File: config.mk
export PLATFORM = sky130hd
export DESIGN_NAME = encoder_pd_position_servo_top_flat
export DESIGN_NICKNAME = d
export VERILOG_FILES = /design/src/pdsrv_pkg.sv /design/src/pdsrv_req_if.sv /design/src/pdsrv_rsp_if.sv /design/src/encoder_pd_position_servo_top.sv /design/src/flat_wrapper.sv
export SDC_FILE = /design/constraint.sdc
export NUM_CORES = 2
export LEC_CHECK = 0
export BUFFER_PORTS_ARGS = -buffer_cell sky130_fd_sc_hd__clkbuf_2
export CAP_MARGIN = 20
export CELL_PAD_IN_SITES_DETAIL_PLACEMENT = 0
export CELL_PAD_IN_SITES_GLOBAL_PLACEMENT = 2
export CORE_ASPECT_RATIO = 0.9
export CORE_UTILIZATION = 43
export CTS_CLUSTER_DIAMETER = 100
export DETAILED_ROUTE_END_ITERATION = 7
export PLACE_DENSITY_LB_ADDON = 0.3
export SLEW_MARGIN = 10
export SYNTH_ARGS = -nofsm -noshare
export SYNTH_HDL_FRONTEND = slang
export SYNTH_SLANG_ARGS = --single-unit
File: constraint.sdc
create_clock -name clk -period 10.3 [get_ports clk]
set_clock_uncertainty 0.2 [all_clocks]
set_input_delay 2.575 -clock clk [delete_from_list [all_inputs] [get_ports clk]]
set_output_delay 2.575 -clock clk [all_outputs]
set_load 0.02 [all_outputs]
File: src/pdsrv_pkg.sv
// Shared types and constants for the encoder PD position servo.
// Used by the channel interfaces, the servo top level and its checker.
// No dependencies.
package pdsrv_pkg;

	// Request codes carried in req_type.
	typedef enum logic [1:0] {
		REQ_ENC   = 2'd0,
		REQ_TICK  = 2'd1,
		REQ_START = 2'd2,
		REQ_ZERO  = 2'd3
	} req_t;

	// Configuration register indexes.
	typedef enum logic [2:0] {
		CFG_GAIN_P     = 3'd0,
		CFG_GAIN_D     = 3'd1,
		CFG_FULL_POWER = 3'd2,
		CFG_SEQ_POS_0  = 3'd3,
		CFG_SEQ_POS_1  = 3'd4,
		CFG_SEQ_POS_2  = 3'd5,
		CFG_SEQ_POS_3  = 3'd6
	} cfg_idx_t;

	localparam int CFG_DATA_W = 16;
	localparam int ELAPSED_W  = 20;
	localparam int POS_W      = 16;
	localparam int DUTY_W     = 8;

	// Reset values of the configuration registers.
	localparam logic [15:0] GAIN_P_RST     = 16'd8960;
	localparam logic [15:0] GAIN_D_RST     = 16'd384;
	localparam logic [7:0]  FULL_POWER_RST = 8'd255;

	// Number of sequence targets that are stepped through.
	localparam logic [2:0] SEQ_LEN = 3'd4;

	// Derivative scale: microseconds per second.
	localparam logic [19:0] D_SCALE = 20'd1000000;

	// Settle thresholds in ticks.
	localparam logic [5:0] SETTLE_HOLD = 6'd5;
	localparam logic [5:0] SETTLE_DONE = 6'd30;
	localparam logic [5:0] SETTLE_MAX  = 6'd63;
	localparam logic signed [15:0] SETTLE_BAND = 16'sd2;

endpackage

File: src/pdsrv_req_if.sv
// Request channel of the servo: valid/ready handshake and request payload.
// Depends on pdsrv_pkg for the field widths.
interface pdsrv_req_if;
	logic                            valid;
	logic                            ready;
	logic [1:0]                      req_type;
	logic                            enc_a;
	logic                            enc_b;
	logic [pdsrv_pkg::ELAPSED_W-1:0] elapsed_us;

	modport source (output valid, req_type, enc_a, enc_b, elapsed_us, input ready);
	modport sink (input valid, req_type, enc_a, enc_b, elapsed_us, output ready);
endinterface

File: src/pdsrv_rsp_if.sv
// Result channel of the servo: valid/ready handshake and drive result payload.
// Depends on pdsrv_pkg for the field widths.
interface pdsrv_rsp_if;
	logic                               valid;
	logic                               ready;
	logic [pdsrv_pkg::DUTY_W-1:0]       pwm_duty;
	logic                               drive_reverse;
	logic                               reached_done;
	logic signed [pdsrv_pkg::POS_W-1:0] cur_position;
	logic                               sequence_busy;

	modport source (output valid, pwm_duty, drive_reverse, reached_done, cur_position,
		sequence_busy, input ready);
	modport sink (input valid, pwm_duty, drive_reverse, reached_done, cur_position,
		sequence_busy, output ready);
endinterface

File: src/encoder_pd_position_servo_top.sv
// Encoder PD position servo. Encoder, start and zero requests complete in the cycle
// that accepts them. A control tick steps through MUL_P, MUL_D, MUL_K, DIV, SUM and
// OUT before the next request is accepted: one shared 32x20 multiplier runs three
// products, then a restoring divider retires two quotient bits per cycle, then a sum
// and an output stage. The result waits in an output register until taken.
// arst_n clears control, servo and output-valid state and loads the config defaults.
module encoder_pd_position_servo_top (
	input  logic              clk,
	input  logic              arst_n,
	input  logic              cfg_wr_en,
	input  logic [2:0]        cfg_index,
	input  logic [pdsrv_pkg::CFG_DATA_W-1:0] cfg_data,
	pdsrv_req_if.sink         req,
	pdsrv_rsp_if.source       rsp
);

	localparam int NUM_W = 52;
	localparam int SUM_W = 54;
	localparam logic [4:0] DIV_LAST = 5'(NUM_W / 2 - 1);

	typedef enum logic [6:0] {
		ST_IDLE  = 7'b0000001,
		ST_MUL_P = 7'b0000010,
		ST_MUL_D = 7'b0000100,
		ST_MUL_K = 7'b0001000,
		ST_DIV   = 7'b0010000,
		ST_SUM   = 7'b0100000,
		ST_OUT   = 7'b1000000
	} state_t;

	state_t state_q;

	// Configuration registers.
	logic [15:0]        gain_p_q;
	logic [15:0]        gain_d_q;
	logic [7:0]         full_power_q;
	logic signed [15:0] seq_pos_q [4];

	// Servo state.
	logic [15:0]        enc_count_q;
	logic               last_a_q;
	logic signed [15:0] prior_err_q;
	logic signed [15:0] goal_q;
	logic [5:0]         settle_q;
	logic [2:0]         seq_idx_q;
	logic               seq_run_q;

	// Tick working registers.
	logic signed [15:0] err_q;
	logic [19:0]        el_q;
	logic [15:0]        de_mag_q;
	logic               de_neg_q;
	logic signed [32:0] p_q;
	logic [NUM_W-1:0]   num_q;
	logic [19:0]        rem_q;
	logic [4:0]         cnt_q;
	logic signed [SUM_W-1:0] sum_q;

	// Output register.
	logic               out_valid_q;
	logic [7:0]         pwm_q;
	logic               rev_q;
	logic               done_q;
	logic [15:0]        pos_out_q;
	logic               busy_q;

	logic               in_fire;
	logic               out_load;

	// Shared multiplier.
	logic [31:0]        mul_a;
	logic [19:0]        mul_b;
	logic [NUM_W-1:0]   mul_y;

	// Error of the incoming tick.
	logic signed [16:0] diff17;
	logic signed [15:0] err_sat;
	logic [15:0]        err_mag;
	logic signed [16:0] de17;

	// Divider steps.
	logic [20:0]        rem_a;
	logic [20:0]        rem_a_sub;
	logic [20:0]        rem_b;
	logic [20:0]        rem_b_sub;
	logic               q_hi;
	logic               q_lo;
	logic [19:0]        rem_mid;
	logic [19:0]        rem_next;

	// Final stage.
	logic signed [SUM_W-1:0] d_ext;
	logic [SUM_W-1:0]   s_mag;
	logic [7:0]         pwm_raw;
	logic [5:0]         settle_next;
	logic               settle_hold;
	logic [2:0]         idx_next;
	logic               run_next;
	logic signed [15:0] goal_next;
	logic [7:0]         pwm_final;

	assign req.ready = (state_q == ST_IDLE);
	assign in_fire   = req.valid && req.ready;
	assign out_load  = (state_q == ST_OUT) && (!out_valid_q || rsp.ready);

	assign rsp.valid         = out_valid_q;
	assign rsp.pwm_duty      = pwm_q;
	assign rsp.drive_reverse = rev_q;
	assign rsp.reached_done  = done_q;
	assign rsp.cur_position  = pos_out_q;
	assign rsp.sequence_busy = busy_q;

	// Saturated position error and its magnitude.
	always_comb begin
		diff17 = {enc_count_q[15], enc_count_q} - {goal_q[15], goal_q};
		if (diff17[16] != diff17[15]) begin
			err_sat = diff17[16] ? 16'sh8000 : 16'sh7FFF;
		end else begin
			err_sat = diff17[15:0];
		end
		err_mag = err_q[15] ? (~err_q + 16'd1) : err_q;
		de17 = {err_q[15], err_q} - {prior_err_q[15], prior_err_q};
	end

	// Operand selection for the shared multiplier.
	always_comb begin
		unique case (state_q)
			ST_MUL_P: begin
				mul_a = {16'd0, gain_p_q};
				mul_b = {4'd0, err_mag};
			end
			ST_MUL_D: begin
				mul_a = {16'd0, gain_d_q};
				mul_b = {4'd0, de_mag_q};
			end
			default: begin
				mul_a = num_q[31:0];
				mul_b = pdsrv_pkg::D_SCALE;
			end
		endcase
		mul_y = {20'd0, mul_a} * {32'd0, mul_b};
	end

	// Two restoring division steps per cycle.
	always_comb begin
		rem_a     = {rem_q, num_q[NUM_W-1]};
		rem_a_sub = rem_a - {1'b0, el_q};
		q_hi      = (rem_a >= {1'b0, el_q});
		rem_mid   = q_hi ? rem_a_sub[19:0] : rem_a[19:0];
		rem_b     = {rem_mid, num_q[NUM_W-2]};
		rem_b_sub = rem_b - {1'b0, el_q};
		q_lo      = (rem_b >= {1'b0, el_q});
		rem_next  = q_lo ? rem_b_sub[19:0] : rem_b[19:0];
	end

	// Drive value, settle counter and sequence step of a finished tick.
	always_comb begin
		d_ext   = de_neg_q ? -$signed({2'b00, num_q}) : $signed({2'b00, num_q});
		s_mag   = sum_q[SUM_W-1] ? SUM_W'(-sum_q) : SUM_W'(sum_q);
		pwm_raw = (s_mag[SUM_W-1:8] > {{(SUM_W-16){1'b0}}, full_power_q})
			? full_power_q : s_mag[15:8];

		if (err_q < pdsrv_pkg::SETTLE_BAND && err_q > -pdsrv_pkg::SETTLE_BAND) begin
			settle_next = (settle_q == pdsrv_pkg::SETTLE_MAX) ? settle_q : settle_q + 6'd1;
		end else begin
			settle_next = 6'd0;
		end
		settle_hold = (settle_next > pdsrv_pkg::SETTLE_HOLD);

		idx_next  = seq_idx_q;
		run_next  = seq_run_q;
		goal_next = goal_q;
		pwm_final = pwm_raw;
		if (settle_hold) begin
			pwm_final = 8'd0;
			if (seq_run_q) begin
				goal_next = seq_pos_q[seq_idx_q[1:0]];
				idx_next  = seq_idx_q + 3'd1;
				if (idx_next >= pdsrv_pkg::SEQ_LEN) begin
					run_next = 1'b0;
				end
			end
		end
		if (run_next && idx_next == 3'd1) begin
			pwm_final = full_power_q;
		end
	end

	// Configuration registers.
	always_ff @(posedge clk or negedge arst_n) begin
		if (!arst_n) begin
			gain_p_q     <= pdsrv_pkg::GAIN_P_RST;
			gain_d_q     <= pdsrv_pkg::GAIN_D_RST;
			full_power_q <= pdsrv_pkg::FULL_POWER_RST;
			for (int i = 0; i < 4; i++) begin
				seq_pos_q[i] <= 16'sd0;
			end
		end else if (cfg_wr_en) begin
			unique case (cfg_index)
				pdsrv_pkg::CFG_GAIN_P:     gain_p_q     <= cfg_data;
				pdsrv_pkg::CFG_GAIN_D:     gain_d_q     <= cfg_data;
				pdsrv_pkg::CFG_FULL_POWER: full_power_q <= cfg_data[7:0];
				pdsrv_pkg::CFG_SEQ_POS_0:  seq_pos_q[0] <= cfg_data;
				pdsrv_pkg::CFG_SEQ_POS_1:  seq_pos_q[1] <= cfg_data;
				pdsrv_pkg::CFG_SEQ_POS_2:  seq_pos_q[2] <= cfg_data;
				pdsrv_pkg::CFG_SEQ_POS_3:  seq_pos_q[3] <= cfg_data;
				default: begin
				end
			endcase
		end
	end

	// Sequencer and servo state.
	always_ff @(posedge clk or negedge arst_n) begin
		if (!arst_n) begin
			state_q     <= ST_IDLE;
			enc_count_q <= 16'd0;
			last_a_q    <= 1'b0;
			prior_err_q <= 16'sd0;
			goal_q      <= 16'sd0;
			settle_q    <= 6'd0;
			seq_idx_q   <= 3'd0;
			seq_run_q   <= 1'b0;
			cnt_q       <= 5'd0;
		end else begin
			unique case (state_q)
				ST_IDLE: begin
					if (in_fire) begin
						unique case (req.req_type)
							pdsrv_pkg::REQ_ENC: begin
								if (req.enc_a != last_a_q) begin
									last_a_q    <= req.enc_a;
									enc_count_q <= (req.enc_a == req.enc_b)
										? enc_count_q + 16'd1 : enc_count_q - 16'd1;
								end
							end
							pdsrv_pkg::REQ_START: begin
								seq_idx_q <= 3'd0;
								seq_run_q <= 1'b1;
								goal_q    <= seq_pos_q[0];
							end
							pdsrv_pkg::REQ_ZERO: begin
								enc_count_q <= 16'd0;
							end
							default: begin
								state_q <= ST_MUL_P;
							end
						endcase
					end
				end
				ST_MUL_P: state_q <= ST_MUL_D;
				ST_MUL_D: state_q <= ST_MUL_K;
				ST_MUL_K: begin
					cnt_q   <= 5'd0;
					state_q <= ST_DIV;
				end
				ST_DIV: begin
					cnt_q <= cnt_q + 5'd1;
					if (cnt_q == DIV_LAST) begin
						state_q <= ST_SUM;
					end
				end
				ST_SUM: state_q <= ST_OUT;
				ST_OUT: begin
					if (out_load) begin
						prior_err_q <= err_q;
						settle_q    <= settle_next;
						seq_idx_q   <= idx_next;
						seq_run_q   <= run_next;
						goal_q      <= goal_next;
						state_q     <= ST_IDLE;
					end
				end
				default: state_q <= ST_IDLE;
			endcase
		end
	end

	// Arithmetic datapath of a tick.
	always_ff @(posedge clk) begin
		unique case (state_q)
			ST_IDLE: begin
				err_q <= err_sat;
				el_q  <= (req.elapsed_us == 20'd0) ? 20'd1 : req.elapsed_us;
			end
			ST_MUL_P: begin
				p_q      <= $signed({1'b0, mul_y[31:0]});
				de_mag_q <= de17[16] ? 16'(-de17) : de17[15:0];
				de_neg_q <= de17[16];
			end
			ST_MUL_D: begin
				num_q <= mul_y;
				if (err_q[15]) begin
					p_q <= -p_q;
				end
			end
			ST_MUL_K: begin
				num_q <= mul_y;
				rem_q <= 20'd0;
			end
			ST_DIV: begin
				num_q <= {num_q[NUM_W-3:0], q_hi, q_lo};
				rem_q <= rem_next;
			end
			ST_SUM: begin
				sum_q <= SUM_W'(p_q) + d_ext;
			end
			ST_OUT: begin
				if (out_load) begin
					pwm_q     <= pwm_final;
					rev_q     <= !sum_q[SUM_W-1] && (sum_q != '0);
					done_q    <= (settle_next > pdsrv_pkg::SETTLE_DONE);
					pos_out_q <= enc_count_q;
					busy_q    <= run_next;
				end
			end
			default: begin
			end
		endcase
	end

	// Output valid: set when a result is loaded, cleared when it is taken.
	always_ff @(posedge clk or negedge arst_n) begin
		if (!arst_n) begin
			out_valid_q <= 1'b0;
		end else if (out_load) begin
			out_valid_q <= 1'b1;
		end else if (rsp.ready) begin
			out_valid_q <= 1'b0;
		end
	end

endmodule

File: src/flat_wrapper.sv
// flat-port wrapper written by rule: the top's interface ports become plain ports
module encoder_pd_position_servo_top_flat 
  (clk, arst_n, cfg_wr_en, cfg_index, cfg_data, req_valid, req_req_type, req_enc_a, req_enc_b, req_elapsed_us, req_ready, rsp_valid, rsp_pwm_duty, rsp_drive_reverse, rsp_reached_done, rsp_cur_position, rsp_sequence_busy, rsp_ready);
  pdsrv_req_if req_i ();
  pdsrv_rsp_if rsp_i ();
  input  logic clk;
  input  logic arst_n;
  input  logic cfg_wr_en;
  input  logic [2:0] cfg_index;
  input  logic [pdsrv_pkg::CFG_DATA_W-1:0] cfg_data;
  input wire logic [$bits(req_i.valid)-1:0] req_valid;
  input wire logic [$bits(req_i.req_type)-1:0] req_req_type;
  input wire logic [$bits(req_i.enc_a)-1:0] req_enc_a;
  input wire logic [$bits(req_i.enc_b)-1:0] req_enc_b;
  input wire logic [$bits(req_i.elapsed_us)-1:0] req_elapsed_us;
  output wire logic [$bits(req_i.ready)-1:0] req_ready;
  output wire logic [$bits(rsp_i.valid)-1:0] rsp_valid;
  output wire logic [$bits(rsp_i.pwm_duty)-1:0] rsp_pwm_duty;
  output wire logic [$bits(rsp_i.drive_reverse)-1:0] rsp_drive_reverse;
  output wire logic [$bits(rsp_i.reached_done)-1:0] rsp_reached_done;
  output wire logic [$bits(rsp_i.cur_position)-1:0] rsp_cur_position;
  output wire logic [$bits(rsp_i.sequence_busy)-1:0] rsp_sequence_busy;
  input wire logic [$bits(rsp_i.ready)-1:0] rsp_ready;
  assign req_i.valid = req_valid;
  assign req_i.req_type = req_req_type;
  assign req_i.enc_a = req_enc_a;
  assign req_i.enc_b = req_enc_b;
  assign req_i.elapsed_us = req_elapsed_us;
  assign req_ready = req_i.ready;
  assign rsp_valid = rsp_i.valid;
  assign rsp_pwm_duty = rsp_i.pwm_duty;
  assign rsp_drive_reverse = rsp_i.drive_reverse;
  assign rsp_reached_done = rsp_i.reached_done;
  assign rsp_cur_position = rsp_i.cur_position;
  assign rsp_sequence_busy = rsp_i.sequence_busy;
  assign rsp_i.ready = rsp_ready;
  encoder_pd_position_servo_top u_core (.clk(clk), .arst_n(arst_n), .cfg_wr_en(cfg_wr_en), .cfg_index(cfg_index), .cfg_data(cfg_data), .req(req_i), .rsp(rsp_i));
endmodule
* After elaboration in Yosys (flattened, before gate mapping)
Cells that the tools add are included.
** Word-level totals
- Register bits :: 415
- Output and inout bits :: 29
- Word-level logic and storage cells :: 173
** Cells by class
- Add/sub/neg operators :: 15
- $mul :: 1
- $lt $le $gt $ge :: 9
- Equality and inequality tests :: 30
- Multiplexer cells :: 52
- Bitwise logic cells :: 2
- Reduce and logical (&&, ||, !) cells :: 34
** Operator list (number)
- $mux 16 :: 13
- $mux 54 :: 2
- $pmux 52 s2 :: 1
- $pmux 20 s2 :: 2
- $pmux 33 s2 :: 1
- $pmux 16 s2 :: 2
- $pmux 32 s2 :: 1
- $add 33x54->54 :: 1
- $neg 52->54 :: 1
- $neg 54->54 :: 1
- $reduce_bool 54->1 :: 1
- $mul 32x20->52 :: 1
- $pmux 7 s7 :: 1
- $gt 46x8->1 :: 1
- $ge 21x20->1 :: 2
- $mux 20 :: 2
- $sub 20x20->20 :: 2
- $sub 16x16->17 :: 2
- $mux 33 :: 1
- $neg 33->33 :: 1
- $add 16x1->16 const B :: 2
- $bmux 16 s2 :: 1
- $mux 7 :: 4
- $mux 8 :: 3
- 47 further kinds :: 94

* Logic depth before layout (Yosys ltp)
- Word-level depth :: 8
- Depth in mapped cells :: 35
- Mapped depth without buffers :: 34

* Worst setup path after synthesis
Ideal clock, no wire load.
- Path kind :: register to register
- Start :: register u_core.state_q[0]
- End :: register u_core.num_q[36] (data pin)
- Setup time :: 270 ps
- Data arrival time :: 8330 ps
- Data required time :: 9830 ps
- Path slack :: 1500 ps
- Stages on the path, launching flop included :: 32
- Period minus slack after synthesis :: 8800 ps
- Path through :: dfstp_2 -> nor3_1 -> and2_1 -> nand3b_1 -> clkbuf_1 -> clkbuf_1 -> nor2_1 -> a211oi_1 -> nor2_1 -> fa_1 -> fa_1 -> inv_1 -> fa_1 -> inv_1 -> fa_1 -> inv_1 -> fa_1 -> inv_1 -> fa_1 -> inv_1 -> fa_1 -> inv_1 -> ha_1 -> nand2_1 -> or3_1 -> nor3_1 -> o311ai_0 -> a2111oi_0 -> o41ai_1 -> o21ai_0 -> xnor2_1 -> a21oi_1
** Between the ends
- Cells in the longest elaborated chain, start to end :: 4
- Elaborated cells on any way between the ends :: 9
- Classes of those cells :: mul (1); eq/ne (4); mux (3); reduce/logical (1)
** RTL lines
- from (decl) :: line encoder_pd_position_servo_top.sv:31 : state_t state_q;
- from (signal assigned) :: line encoder_pd_position_servo_top.sv:216 : state_q <= ST_IDLE;
- from (signal assigned) :: line encoder_pd_position_servo_top.sv:246 : state_q <= ST_MUL_P;
- from (signal assigned) :: line encoder_pd_position_servo_top.sv:251 : ST_MUL_P: state_q <= ST_MUL_D;
- $eq 7x3->1 or $eq 7x2->1 (tied branches) :: line encoder_pd_position_servo_top.sv:127, encoder_pd_position_servo_top.sv:281
- $pmux 32 s2 or $pmux 20 s2 (tied branches) :: line encoder_pd_position_servo_top.sv:127 : unique case (state_q)
- $mul 32x20->52 :: line encoder_pd_position_servo_top.sv:141 : mul_y = {20'd0, mul_a} * {32'd0, mul_b};
- $pmux 52 s2 * :: line encoder_pd_position_servo_top.sv:281 : unique case (state_q)
- to (signal assigned) :: line encoder_pd_position_servo_top.sv:292 : num_q <= mul_y;
- to (signal assigned) :: line encoder_pd_position_servo_top.sv:298 : num_q <= mul_y;
- to (signal assigned) :: line encoder_pd_position_servo_top.sv:302 : num_q <= {num_q[NUM_W-3:0], q_hi, q_lo};
- to (decl) :: line encoder_pd_position_servo_top.sv:54 : logic [NUM_W-1:0] num_q;
Every way passes the cells marked *; elsewhere a longest branch is shown, timed or not.
A chain may end at the register's enable or synchronous reset.

* Worst setup path in the final report
- Start :: register u_core.state_q[0]
- End :: register u_core.num_q[46] (data pin)
Same word-level chain as after synthesis.

==> metrics.log <==
INFO  metric outcome = finished clean
INFO  metric criticalPathCategory = reg2reg
INFO  metric final_layout_size_suffix_gt1_share = 8.52%
INFO  metric grt_start_max_net_pins = 72
INFO  metric worstSkewPairLatency = 0.64 ns
INFO  metric synth_most_common_cell = sky130_fd_sc_hd__inv_1
INFO  metric critical_path.max_fanout = 19
INFO  metric maxClockFrequency = 103 MHz
INFO  metric synth_seq_cells = 415
INFO  metric synthArstFlopShare = 42.4%
INFO  metric hold_viol_final = 0
INFO  metric met2RoutedLength = 57.3 mm
INFO  metric groute.usage.overall = 24.3%
INFO  metric cts.root.buffer_cell = sky130_fd_sc_hd__clkbuf_16
INFO  metric route.layer.met1.wl = 62.0 mm
INFO  metric dieWidth = 348 um
INFO  metric top_level_ports = 77
INFO  metric finalMaxSlewViolations = 0
INFO  metric report.final.setup_viol = 0
INFO  metric timing.critical_path.arrival = 9.91 ns
INFO  metric topRoutingLayerUsed = met4
INFO  metric cpMaxStageDelayCell = sky130_fd_sc_hd__fa_1
INFO  metric syn_inst = 4,901
INFO  metric cp-end-kind = register
INFO  metric synthFlopType = sky130_fd_sc_hd__edfxtp_1
INFO  metric design.core.area = 0.106 mm^2
INFO  metric grt_antenna_before_repair = 0
INFO  metric floorplan.die.height = 314 um
INFO  metric worst_path_most_repeated_cell = sky130_fd_sc_hd__fa_1
INFO  metric synth_common_cells = 785 x sky130_fd_sc_hd__inv_1, 542 x sky130_fd_sc_hd__fa_1, 494 x sky130_fd_sc_hd__nand2_1
INFO  metric r2r-end = u_core.num_q[46]
INFO  metric critPathLaunchType = register
INFO  metric io_buffer_count = 76
INFO  metric cts.path.max_buffers = 3
INFO  metric hold_ws = 0.287 ns
INFO  metric initial_utilization = 43.7%
INFO  metric clock_net_sink_count = 415
INFO  metric synthTopCellsByArea = sky130_fd_sc_hd__fa_1 23%, sky130_fd_sc_hd__edfxtp_1 15%, sky130_fd_sc_hd__dfrtp_1 8.7%
INFO  metric r2r-start = u_core.state_q[0]
INFO  metric dieArea = 0.109 mm^2
INFO  metric max-cap-violations = 0
INFO  metric htreeDepth = 2
INFO  metric layout.nets = 6,051
INFO  metric synth_seq_area_share = 25.0%
INFO  metric layout_overhead_on_the_synthesized_area = 10.1%
INFO  metric globalRouteOverflowTotal = 0
INFO  metric floorplan.rows = 113
INFO  metric tritoncts.num_buffers = 45
INFO  metric gp_congestion = 0.923
INFO  metric drtIter0Drc = 2,046
INFO  metric drc = 0
INFO  metric detail_route.wl_per_cell = 19.6 um
INFO  metric first_global_vias = 35,800
INFO  metric critPathMaxStageDelay = 0.60 ns
INFO  metric yosysTopAreaCellShare = 23.4%
INFO  metric timing.hold.worst_endpoint = u_core.goal_q[11]
INFO  metric postLayoutCoreUtil = 48.1%
INFO  metric avgSynthCellArea = 9.46 um^2
INFO  metric required = 10.54 ns
INFO  metric hp-start = u_core.goal_q[11]
INFO  metric viasPerCell = 5.33
INFO  metric fin_crit_sh = 93.9%
INFO  metric r2r_setup_slack = 0.63 ns
INFO  metric worst-slew-pin-transition = 1.07 ns
INFO  metric synth_warn = 0
INFO  metric reg2regPathDepth = 30
INFO  metric grt_pass1_wl = 207 mm
INFO  metric totalNegativeSetupSlack = 0 ns
INFO  metric dp.final_hpwl = 104 mm
INFO  metric dr_total_vias = 35,300
INFO  metric synthDistinctLibCells = 101
INFO  metric clk_pin_slew_worst_paths = 0.06 ns
INFO  metric cts_tree = built
INFO  metric hold_path_depth = 2
INFO  metric route.antenna.remaining_nets = 0
INFO  metric library_cell_with_the_largest_summed_area_after_synthesis = sky130_fd_sc_hd__fa_1
INFO  metric cts-hold-fix-buffers = 0
INFO  metric worst_hold_path_type = reg2reg
INFO  metric detailed_routed_wire_length_on_met3 = 7.43 mm
INFO  metric number_of_enable_flip_flop_cells_after_synthesis = 239
INFO  metric final_period_minus_worst_setup_slack = 9.67 ns
INFO  metric timing.slew.headroom = 28.0%
INFO  metric grt_setup_unrepaired = false
INFO  metric syn-cell-area = 0.0464 mm^2
INFO  metric first_pass_iters = 5
INFO  metric wl = 129 mm
==> cell families (layout without fill, tap and decap cells) <==
logic type	after synthesis	count (layout)	synth area share, %
flops	415	415	25.0
xor+xnor	267	267	5.04
mux	126	126	2.99
buf+inv	959	1029	7.83
compound gates	983	983	13.8
fa+ha+maj	864	864	32.1
simple gates	1285	1285	13.2
other cells	2	210	0.0162
==> what timing repair did <==
action / CTS / global route
gates resized for setup: 0 / 16
endpoints found under the setup margin: 0 / 15
setup buffers: 0 / 0
==> state kept, by name, summed over array words and instances (netlist names), 5 cells and up <==
| signal | flops |
|---|---|
| u_core.cnt_q | 5 |
| u_core.de_mag_q | 16 |
| u_core.el_q | 20 |
| u_core.enc_count_q | 16 |
| u_core.err_q | 16 |
| u_core.full_power_q | 8 |
| u_core.gain_d_q | 16 |
| u_core.gain_p_q | 16 |
| u_core.goal_q | 16 |
| u_core.num_q | 52 |
| u_core.p_q | 33 |
| u_core.prior_err_q | 16 |
| u_core.rem_q | 20 |
| u_core.rsp.cur_position | 16 |
| u_core.rsp.pwm_duty | 8 |
| u_core.seq_pos_q | 64 |
| u_core.settle_q | 6 |
| u_core.state_q | 7 |
| u_core.sum_q | 54 |
==> worst max-delay path by stage <==
stage | start | endpoint | slack, ns | depth (start not counted)
detailed placement | u_core.state_q[2] | u_core.num_q[39] | 0.43 | 30
finish | u_core.state_q[0] | u_core.num_q[46] | 0.63 | 30
floorplan | u_core.state_q[0] | u_core.num_q[36] | 1.50 | 31
global placement | u_core.err_q[4] | u_core.num_q[39] | 0.51 | 30
global route | u_core.state_q[2] | u_core.num_q[50] | 0.04 | 32
CTS | u_core.state_q[2] | u_core.num_q[39] | 0.35 | 30
==> layout by cell type, fill, tap and decap left out, drive strengths merged, types with 25 or more instances in the layout <==
master / instances
nand3: 62
mux2: 102
nand2: 496
a211oi: 38
nor3: 72
xnor2: 177
a21o: 90
and2: 29
nor2: 303
fa: 542
conb: 208
buf: 83
inv: 791
o21ai: 260
nand2b: 25
a31oi: 25
dfrtp: 162
or3: 34
and3: 45
clkbuf: 139
or2: 28
nand4: 37
xor2: 90
nor4: 49
edfxtp: 239
nor2b: 38
ha: 320
o31ai: 46
a21oi: 224
o22ai: 25
o21a: 46
==> through the flow <==
step / cell area [um^2] / worst slack (ns) / instances
floorplan: 47200 / 1.50 / 5107
global placement: 49300 / 0.505 / 6527
detailed placement: 49300 / 0.429 / 6527
CTS: 51000 / 0.350 / 6610
global route: 51100 / 0.0367 / 6614
finish: 51100 / 0.630 / 6616
==> final cells by class <==
class | count | area (um^2)
well taps | 1437 | 1800
clock inverters | 20 | 322
fillers | 10300 | 55100
inverters | 787 | 2950
clock buffers | 63 | 1310
flip-flops and latches | 415 | 11600
multi-input cells | 3733 | 32000
repair buffers | 159 | 1060
diodes | 2 | 5.00
==> worst max-delay path, delay by kind of cell, from the launching register on <==
kind | cells | cell delay, ns
buffers and inverters | 7 | 1.11
AO/OA/AOI/OAI | 9 | 2.20
adder cells (fa/ha/maj) | 8 | 3.74
AND/OR/NAND/NOR | 6 | 1.68
flip-flops | 1 | 0.55
==> layer usage <==
metal / vias to the layer above / GRT usage (%)
met5: - / 0
met4: 0 / 5.34
met3: 140 / 3.97
met2: 795 / 37.2
met1: 17500 / 36.0
li1: 16800 / -
Power is left out: the tool's default activity adds up to more than one toggle a clock period on the data nets, which glitch-free logic cannot reach.
